<file path="src/sv/trre_pkg.sv">
package trre_pkg;

	// default sizes
	localparam int PIXEL_BITS_DEF = 16;
	localparam int COORD_BITS_DEF = 12;

	// configuration port
	localparam int CFG_INDEX_BITS = 3;
	typedef logic [CFG_INDEX_BITS-1:0] cfg_index_t;

	localparam cfg_index_t REG_THRESHOLD = 3'd0;
	localparam cfg_index_t REG_X_FIRST   = 3'd1;
	localparam cfg_index_t REG_X_LAST    = 3'd2;
	localparam cfg_index_t REG_Y_FIRST   = 3'd3;
	localparam cfg_index_t REG_Y_LAST    = 3'd4;
	localparam cfg_index_t REG_Z_FIRST   = 3'd5;

	// register reset values
	localparam int THRESHOLD_RESET = 128;
	localparam int LAST_RESET      = 255;

endpackage

</file>
<file path="src/sv/threshold_row_run_extractor.sv">
// Threshold row-run extractor.
// Input channel: pixel_value with in_valid / in_stall, one pixel per
// transaction, raster order (x fastest, then row, then slice). A pixel at or
// above threshold is inside; each maximal inside run within a row yields one
// result transaction on the output channel (run_start_x, run_end_x inclusive,
// run_row, run_slice) with out_valid / out_stall.
// Configuration: cfg_we, cfg_index, cfg_data. Any write, including one to an
// unused index, restarts the scan: counters reload from x_first, y_first,
// z_first and an open run is dropped. Write only while idle.
// Throughput: one pixel per cycle while the output is not stalled. The closing
// pixel goes from the input register to the result register, which loads when
// the pixel is processed and offers the result until it is taken.
// Reset (arst_n low): registers take their defaults, the scan restarts, both
// pipeline stages empty.
// Output stall: the result register holds; the pixel in the input register
// waits behind it and in_stall rises only while both are full.
module threshold_row_run_extractor #(
	parameter int PIXEL_BITS = trre_pkg::PIXEL_BITS_DEF,
	parameter int COORD_BITS = trre_pkg::COORD_BITS_DEF
) (
	input  logic                                clk,
	input  logic                                arst_n,
	// pixel stream
	input  logic                                in_valid,
	output logic                                in_stall,
	input  logic signed [PIXEL_BITS-1:0]        pixel_value,
	// run stream
	output logic                                out_valid,
	input  logic                                out_stall,
	output logic [COORD_BITS-1:0]               run_start_x,
	output logic [COORD_BITS-1:0]               run_end_x,
	output logic [COORD_BITS-1:0]               run_row,
	output logic [COORD_BITS-1:0]               run_slice,
	// configuration
	input  logic                                cfg_we,
	input  trre_pkg::cfg_index_t                cfg_index,
	input  logic [((PIXEL_BITS > COORD_BITS) ? PIXEL_BITS : COORD_BITS)-1:0] cfg_data
);

	typedef logic [COORD_BITS-1:0] coord_t;

	localparam coord_t COORD_MAX = {COORD_BITS{1'b1}};

	// Configuration registers
	logic signed [PIXEL_BITS-1:0] threshold_q;
	coord_t x_first_q, x_last_q, y_first_q, y_last_q, z_first_q;

	// Values after a write in this cycle; restart loads from these
	logic signed [PIXEL_BITS-1:0] threshold_d;
	coord_t x_first_d, x_last_d, y_first_d, y_last_d, z_first_d;

	// Scan state
	coord_t col_q, row_q, slice_q, start_q;
	logic   open_q;

	// Input register
	logic                         valid_s1;
	logic signed [PIXEL_BITS-1:0] pixel_s1;

	// Result register
	logic   out_valid_q;
	coord_t start_x_q, end_x_q, row_res_q, slice_res_q;

	// Per-pixel decisions
	logic   can_proc, proc, in_acc;
	logic   pix_in, row_end;
	logic   open_mid;
	coord_t start_mid;
	logic   emit;
	coord_t emit_end;

	// Register write decode
	always_comb begin
		threshold_d = threshold_q;
		x_first_d   = x_first_q;
		x_last_d    = x_last_q;
		y_first_d   = y_first_q;
		y_last_d    = y_last_q;
		z_first_d   = z_first_q;
		if (cfg_we) begin
			unique case (cfg_index)
				trre_pkg::REG_THRESHOLD: threshold_d = cfg_data[PIXEL_BITS-1:0];
				trre_pkg::REG_X_FIRST:   x_first_d   = cfg_data[COORD_BITS-1:0];
				trre_pkg::REG_X_LAST:    x_last_d    = cfg_data[COORD_BITS-1:0];
				trre_pkg::REG_Y_FIRST:   y_first_d   = cfg_data[COORD_BITS-1:0];
				trre_pkg::REG_Y_LAST:    y_last_d    = cfg_data[COORD_BITS-1:0];
				trre_pkg::REG_Z_FIRST:   z_first_d   = cfg_data[COORD_BITS-1:0];
				default: ; // unused index: restart only
			endcase
		end
	end

	always_ff @(posedge clk or negedge arst_n) begin
		if (!arst_n) begin
			threshold_q <= PIXEL_BITS'(trre_pkg::THRESHOLD_RESET);
			x_first_q   <= '0;
			x_last_q    <= COORD_BITS'(trre_pkg::LAST_RESET);
			y_first_q   <= '0;
			y_last_q    <= COORD_BITS'(trre_pkg::LAST_RESET);
			z_first_q   <= '0;
		end else begin
			threshold_q <= threshold_d;
			x_first_q   <= x_first_d;
			x_last_q    <= x_last_d;
			y_first_q   <= y_first_d;
			y_last_q    <= y_last_d;
			z_first_q   <= z_first_d;
		end
	end

	// Handshake: the input register moves on whenever the result register is
	// free or is being drained this cycle.
	assign can_proc = !out_valid_q || !out_stall;
	assign proc     = valid_s1 && can_proc;
	assign in_stall = valid_s1 && !can_proc;
	assign in_acc   = in_valid && !in_stall;

	// Run detection on the pixel in the input register
	always_comb begin
		pix_in    = pixel_s1 >= threshold_q;
		row_end   = col_q == x_last_q;
		open_mid  = open_q;
		start_mid = start_q;
		emit      = 1'b0;
		emit_end  = col_q - coord_t'(1);
		if (pix_in) begin
			if (!open_q) begin
				open_mid  = 1'b1;
				start_mid = col_q;
			end
		end else if (open_q) begin
			// falling edge: run ended on the previous column
			emit     = 1'b1;
			open_mid = 1'b0;
		end
		if (row_end && open_mid) begin
			// row ends with the run still open
			emit     = 1'b1;
			emit_end = x_last_q;
			open_mid = 1'b0;
		end
	end

	// Input register
	always_ff @(posedge clk or negedge arst_n) begin
		if (!arst_n) begin
			valid_s1 <= 1'b0;
		end else if (!in_stall) begin
			valid_s1 <= in_valid;
		end
	end

	always_ff @(posedge clk) begin
		if (in_acc) begin
			pixel_s1 <= pixel_value;
		end
	end

	// Scan counters and open run
	always_ff @(posedge clk or negedge arst_n) begin
		if (!arst_n) begin
			col_q   <= '0;
			row_q   <= '0;
			slice_q <= '0;
			open_q  <= 1'b0;
			start_q <= '0;
		end else if (cfg_we) begin
			col_q   <= x_first_d;
			row_q   <= y_first_d;
			slice_q <= z_first_d;
			open_q  <= 1'b0;
			start_q <= '0;
		end else if (proc) begin
			open_q  <= open_mid;
			start_q <= start_mid;
			if (row_end) begin
				col_q <= x_first_q;
				if (row_q == y_last_q) begin
					row_q <= y_first_q;
					if (slice_q != COORD_MAX) begin
						slice_q <= slice_q + coord_t'(1);
					end
				end else begin
					row_q <= row_q + coord_t'(1);
				end
			end else begin
				col_q <= col_q + coord_t'(1);
			end
		end
	end

	// Result register
	always_ff @(posedge clk or negedge arst_n) begin
		if (!arst_n) begin
			out_valid_q <= 1'b0;
		end else if (proc) begin
			out_valid_q <= emit;
		end else if (!out_stall) begin
			out_valid_q <= 1'b0;
		end
	end

	always_ff @(posedge clk) begin
		if (proc && emit) begin
			start_x_q   <= start_mid;
			end_x_q     <= emit_end;
			row_res_q   <= row_q;
			slice_res_q <= slice_q;
		end
	end

	assign out_valid   = out_valid_q;
	assign run_start_x = start_x_q;
	assign run_end_x   = end_x_q;
	assign run_row     = row_res_q;
	assign run_slice   = slice_res_q;

endmodule

</file>
<file path="config.mk">
export PLATFORM = sky130hd
export DESIGN_NAME = threshold_row_run_extractor
export DESIGN_NICKNAME = d
export VERILOG_FILES = /design/src/sv/trre_pkg.sv /design/src/sv/threshold_row_run_extractor.sv
export SDC_FILE = /design/constraint.sdc
export NUM_CORES = 1
export LEC_CHECK = 0
export BUFFER_PORTS_ARGS = -buffer_cell sky130_fd_sc_hd__buf_2
export CORE_UTILIZATION = 55
export CTS_CLUSTER_DIAMETER = 50
export DETAILED_ROUTE_END_ITERATION = 6
export GPL_TIMING_DRIVEN = 1
export PLACE_DENSITY = 0.75
export SYNTH_ARGS = -nofsm -noshare
export SYNTH_HDL_FRONTEND = slang
export SYNTH_SLANG_ARGS = --single-unit
</file>
<file path="constraint.sdc">
create_clock -name clk -period 6.8 [get_ports clk]
set_clock_uncertainty 0.1 [all_clocks]
set_input_delay 0.68 -clock clk [delete_from_list [all_inputs] [get_ports clk]]
set_output_delay 0.68 -clock clk [all_outputs]
set_load 0.05 [all_outputs]
</file>
=== Word-level counts from Yosys, hierarchy flattened ===
Cells that the tools add are included.

* Add/sub/neg operators: 4
* Order comparisons: 1
* Equal/unequal tests: 9
* Muxes and demuxes: 32
* Reduce and logical (&&, ||, !) cells: 20

{| class="wikitable"
|+ Operators by type and width
! kind !! count
|-
| 12-bit 2-to-1 mux || 23
|-
| 12-bit by 1-bit adder with 12-bit output, second input constant || 3
|-
| 12-bit == test || 2
|-
| 16-bit greater-or-equal comparator || 1
|-
| 12-bit inequality test, second input constant || 1
|-
| 12-bit by 1-bit subtractor with 12-bit output, second input constant || 1
|-
| 1-bit 2-to-1 mux || 9
|-
| 2-bit AND reduction || 4
|-
| 2-bit nonzero test || 4
|-
| 3-bit by 2-bit == test with 1-bit output, second input constant || 2
|-
| 3-bit == test, second input constant || 2
|-
| 1-bit logical AND || 5
|-
| 1-bit logical NOT || 4
|-
| 4-bit AND reduction || 1
|-
| 3-bit by 1-bit == test with 1-bit output, second input constant || 1
|-
| 3-bit logical NOT || 1
|-
| 2-bit by 1-bit inequality test with 1-bit output, second input constant || 1
|-
| 1-bit logical OR || 1
|}

* Register bits: 191
* Output and inout port bits: 50

=== Depth between registers and ports, before layout ===
* Depth in word-level cells: 6
* Gate-level depth with buffers: 10
* Depth with buffers taken out: 8

=== Worst setup path after synthesis ===
Ideal clock, no wire load.

* Kind: register -> register
* From: register threshold_q[7]
* To: register end_x_q[0], in the netlist run_end_x[0] (enable)
* Library setup time: 0.469 ns
* Arrival: 4.697 ns
* Required time: 6.231 ns
* Setup slack: 1.533 ns
* Cell stages (with the launch flop): 10
* Clock period less this slack: 5.267 ns
* Cell sequence: dfstp_2 inv_1 ha_1 and3_1 a221oi_1 o211ai_1 nor4_2 clkbuf_1 o21ai_0 a21oi_1

* Cells in the longest elaborated chain, start to end: 5

{| class="wikitable"
|+ RTL lines
! item !! RTL line !! RTL
|-
| start: declaration || threshold_row_run_extractor.sv:45 || <nowiki>logic signed [PIXEL_BITS-1:0] threshold_q;</nowiki>
|-
| start signal: assignment || threshold_row_run_extractor.sv:95 || <nowiki>threshold_q <= PIXEL_BITS'(trre_pkg::THRESHOLD_RESET);</nowiki>
|-
| start signal: assignment || threshold_row_run_extractor.sv:102 || <nowiki>threshold_q <= threshold_d;</nowiki>
|-
| 16-bit greater-or-equal comparator * || threshold_row_run_extractor.sv:120 || <nowiki>pix_in = pixel_s1 >= threshold_q;</nowiki>
|-
| 1-bit 2-to-1 mux || threshold_row_run_extractor.sv:126 || <nowiki>if (pix_in) begin</nowiki>
|-
| 1-bit logical AND || threshold_row_run_extractor.sv:136 || <nowiki>if (row_end && open_mid) begin</nowiki>
|-
| 1-bit 2-to-1 mux * || threshold_row_run_extractor.sv:136 ||
|-
| 1-bit logical AND * || threshold_row_run_extractor.sv:204 || <nowiki>if (proc && emit) begin</nowiki>
|-
| end signal: assignment || threshold_row_run_extractor.sv:206 || <nowiki>end_x_q <= emit_end;</nowiki>
|-
| end: declaration || threshold_row_run_extractor.sv:62 || <nowiki>coord_t start_x_q, end_x_q, row_res_q, slice_res_q;</nowiki>
|}

Mark *: on every way between the ends. The rest lies on a longest branch, timed or not.
A chain may end at the register's enable or synchronous reset.

=== Final worst setup path ===
* From: register col_q[7]
* To: register slice_res_q[5], in the netlist run_slice[5] (enable)

* Cells in the longest elaborated chain, start to end: 4

{| class="wikitable"
|+ RTL lines
! item !! RTL line !! RTL
|-
| start: declaration || threshold_row_run_extractor.sv:53 || <nowiki>coord_t col_q, row_q, slice_q, start_q;</nowiki>
|-
| start signal: assignment || threshold_row_run_extractor.sv:168 || <nowiki>col_q <= x_first_d;</nowiki>
|-
| start signal: assignment || threshold_row_run_extractor.sv:177 || <nowiki>col_q <= x_first_q;</nowiki>
|-
| start signal: assignment || threshold_row_run_extractor.sv:187 || <nowiki>col_q <= col_q + coord_t'(1);</nowiki>
|-
| 12-bit == test || threshold_row_run_extractor.sv:121 || <nowiki>row_end = col_q == x_last_q;</nowiki>
|-
| 1-bit logical AND || threshold_row_run_extractor.sv:136 ||
|-
| 1-bit 2-to-1 mux || threshold_row_run_extractor.sv:136 ||
|-
| 1-bit logical AND || threshold_row_run_extractor.sv:204 ||
|-
| end signal: assignment || threshold_row_run_extractor.sv:208 || <nowiki>slice_res_q <= slice_q;</nowiki>
|-
| end: declaration || threshold_row_run_extractor.sv:62 ||
|}

No other way between the ends.

==> results.toml <==
[synth]
synth_commonest_cells = "110 x dfrtp_1, 96 x mux2_2, 64 x edfxtp_1"
synth_cells = 786
synth_nets = 846
synth.area.top_cells = "dfrtp_1 30%, edfxtp_1 21%, mux2_2 12%"
synth_top_area_share_pct = 29.7
ys_ff_latch = 191
synth_edf_count = 64
synth.most_common_cell = "dfrtp_1"
ys_seq_area_share_pct = 55.2
syn_avg_cell_area_sq_um = 11.8
synth.yosys.warnings = 0
synth-async-reset-ratio_pct = 66.5
yosysUniqueCellTypes = 57
synth_top_cell_by_area = "dfrtp_1"
synth_ff_type = "dfrtp_1"
netlist_area_sq_mm = 0.00927

[cells_and_area]
layout-drive-gt1-share_pct = 30.2
fin_nets = 917
post-route-util_pct = 63.5
reg_top3 = "pixel_s1: 16 flops, threshold_q: 16 flops"
stdcell_area_sq_mm = 0.0105
diodes = 0
area_delta_synth_final_pct = 13.1

[clocking]
cts_tree = "yes"
clkTransAtPathRegs_ns = 0.07
cts_buffer_depth = 2
clkLatencyLatePin_ns = 0.44
clock-sinks = 191
hold_buffers = 0
clock_tree.root_cell = "clkbuf_16"
htree_levels = 4
cts_resized = 0
post_cts_buffers = 0
numCtsBuffers = 17

[worst_setup_path]
max_stage_delay_ns = 0.80
cp-start-kind = "flop"
cp-end-kind = "flop"
crit_required_ns = 6.79
crit_chain = "xor2_1 -> nor4_2 -> nand3_2 -> or3_1 -> a21oi_4 -> buf_4"
cp_max_fo = 36
crit_arrival_ns = 4.09
path_class = "flop to flop"
critPathSlowestCell = "or3_1"
crit_buf_inv = 1
critPathTopFamily = "simple AND/OR/NAND/NOR gates"

[timing]
hold_ws_ns = 0.240
relSlewSlack_pct = 31.0
slew_violations = 0
timing.fmax_mhz = 244
rsz0062_at_grt = "no"
tightest_slew_ns = 1.03
tns_ns = 0
hold_violations = 0
finalCritPeriodShare_pct = 60.4
setup_violations = 0
finalCriticalPeriod_ns = 4.11

[routing]
drcViolationCount = 0
drt_first_iter_violations = 404
drtPass1Iterations = 5
routed_wl_um = 21100
vias_per_cell = 5.91
num_vias = 6444
wl_per_cell_um = 19.3
ant_nets = 0

[global_routing]
overflow = 0
first_global_vias = 6512
met2_usage_pct = 43.5
grt.met1_usage_pct = 32.6
grt_busiest_layer = "met2"
grt_max_degree = 66
track_usage_pct = 25.7
grt_pass1_wl_um = 34100
antenna_found_initial = 0
met3_usage_pct = 3.81

[place]
gp_congestion = 0.898
numPortBuffers = 89
place_area_sq_mm = 0.00989
dp_hpwl_um = 14300

[floorplan]
core_area_sq_mm = 0.0165
fp.dieH_um = 132
die-area_sq_mm = 0.0174
die_x_um = 132
io_pins = 90
num_rows = 47
start_util_pct = 56.1

[flow_run]
drv_cap = 0

[min_path]
hp-class = "input port to asynchronous set/reset pin"

[power_and_ir_drop]
power_leakage_nw = 4.35
power.density_mw_per_mm2 = 307
vdd_drop_max_uv = 212

[outcome]
status = "completed"
-- cell usage in the layout, fill, tap and decap left out, types with 6 or more instances in the layout --
master,synthesis,layout
a21oi_1,39,38
a31oi_1,6,6
and3_1,11,11
buf_2,8,88
buf_4,1,11
clkbuf_16,0,18
dfrtp_1,110,110
dfstp_2,17,17
edfxtp_1,64,64
ha_1,20,20
inv_1,34,34
mux2_2,96,96
mux2i_1,24,24
nand2_1,60,60
nand3_1,23,23
nand4_1,9,9
nor2_1,24,24
nor3_1,14,13
nor4_1,6,6
o21ai_0,54,54
o221ai_1,8,8
or3_1,6,6
or3b_2,7,7
xnor2_1,12,12
xor2_1,29,29
-- stage by stage --
stage | worst slack (ns) | std cells | total power, mW
floorplan | 1.53 | 786 | 2.02
global placement | 2.83 | 1058 | 2.19
detailed placement | 2.73 | 1058 | 2.22
CTS | 2.72 | 1090 | 3.23
global route | 2.44 | 1090 | 3.36
finish | 2.69 | 1090 | 3.22
-- worst reg2reg max path, delay by kind of cell (launching register included) --
family | cells | cell delay [ns]
AO/OA/AOI/OAI | 1 | 0.52
flip-flops | 1 | 0.54
AND/OR/NAND/NOR | 3 | 1.82
buffers and inverters | 1 | 0.51
XOR/XNOR | 1 | 0.24
-- area by class of cell --
type	count	area, sq um
timing repair buffer	99	523
sequential	191	5120
fill	1288	6040
tap	220	275
inverter	35	131
clock buffer	18	450
multi-input combinational	513	3840
clock inverter	14	148
-- logic make-up after synthesis --
kind of cell,Yosys count,synth area share [%]
multiplexers,120,14.2
XOR/XNOR,41,3.87
AO/OA/AOI/OAI,139,8.85
adder cells (fa/ha/maj),20,2.70
buffers and inverters,82,3.55
AND/OR/NAND/NOR,193,11.6
flip-flops,191,55.2
-- worst paths after layout --
path,from,end,slack (ns),cells after the start
min in group clk,pixel_value[6],pixel_s1[6],0.31,1
max in group asynchronous,arst_n,col_q[1],4.99,2
min reg2reg,slice_q[10],run_slice[10],0.38,0
min,arst_n,start_q[8],0.24,1
max reg2reg,col_q[7],run_slice[5],2.69,6
max,col_q[7],run_slice[5],2.69,6
-- where the power goes --
group          switching (mW)  leakage, nW  internal [mW]  total [mW]
sequential              0.161         2.12           1.40        1.56
clock                   0.468        0.296          0.541        1.01
combinational           0.366         1.94          0.279       0.646
-- routing by layer --
metal	wire length, um	part of all wire (%)
met5	0	0
met4	648	3.1
met3	760	3.6
met2	10600	50
met1	9040	43
Note: power is estimated with default switching activity, not from simulation.
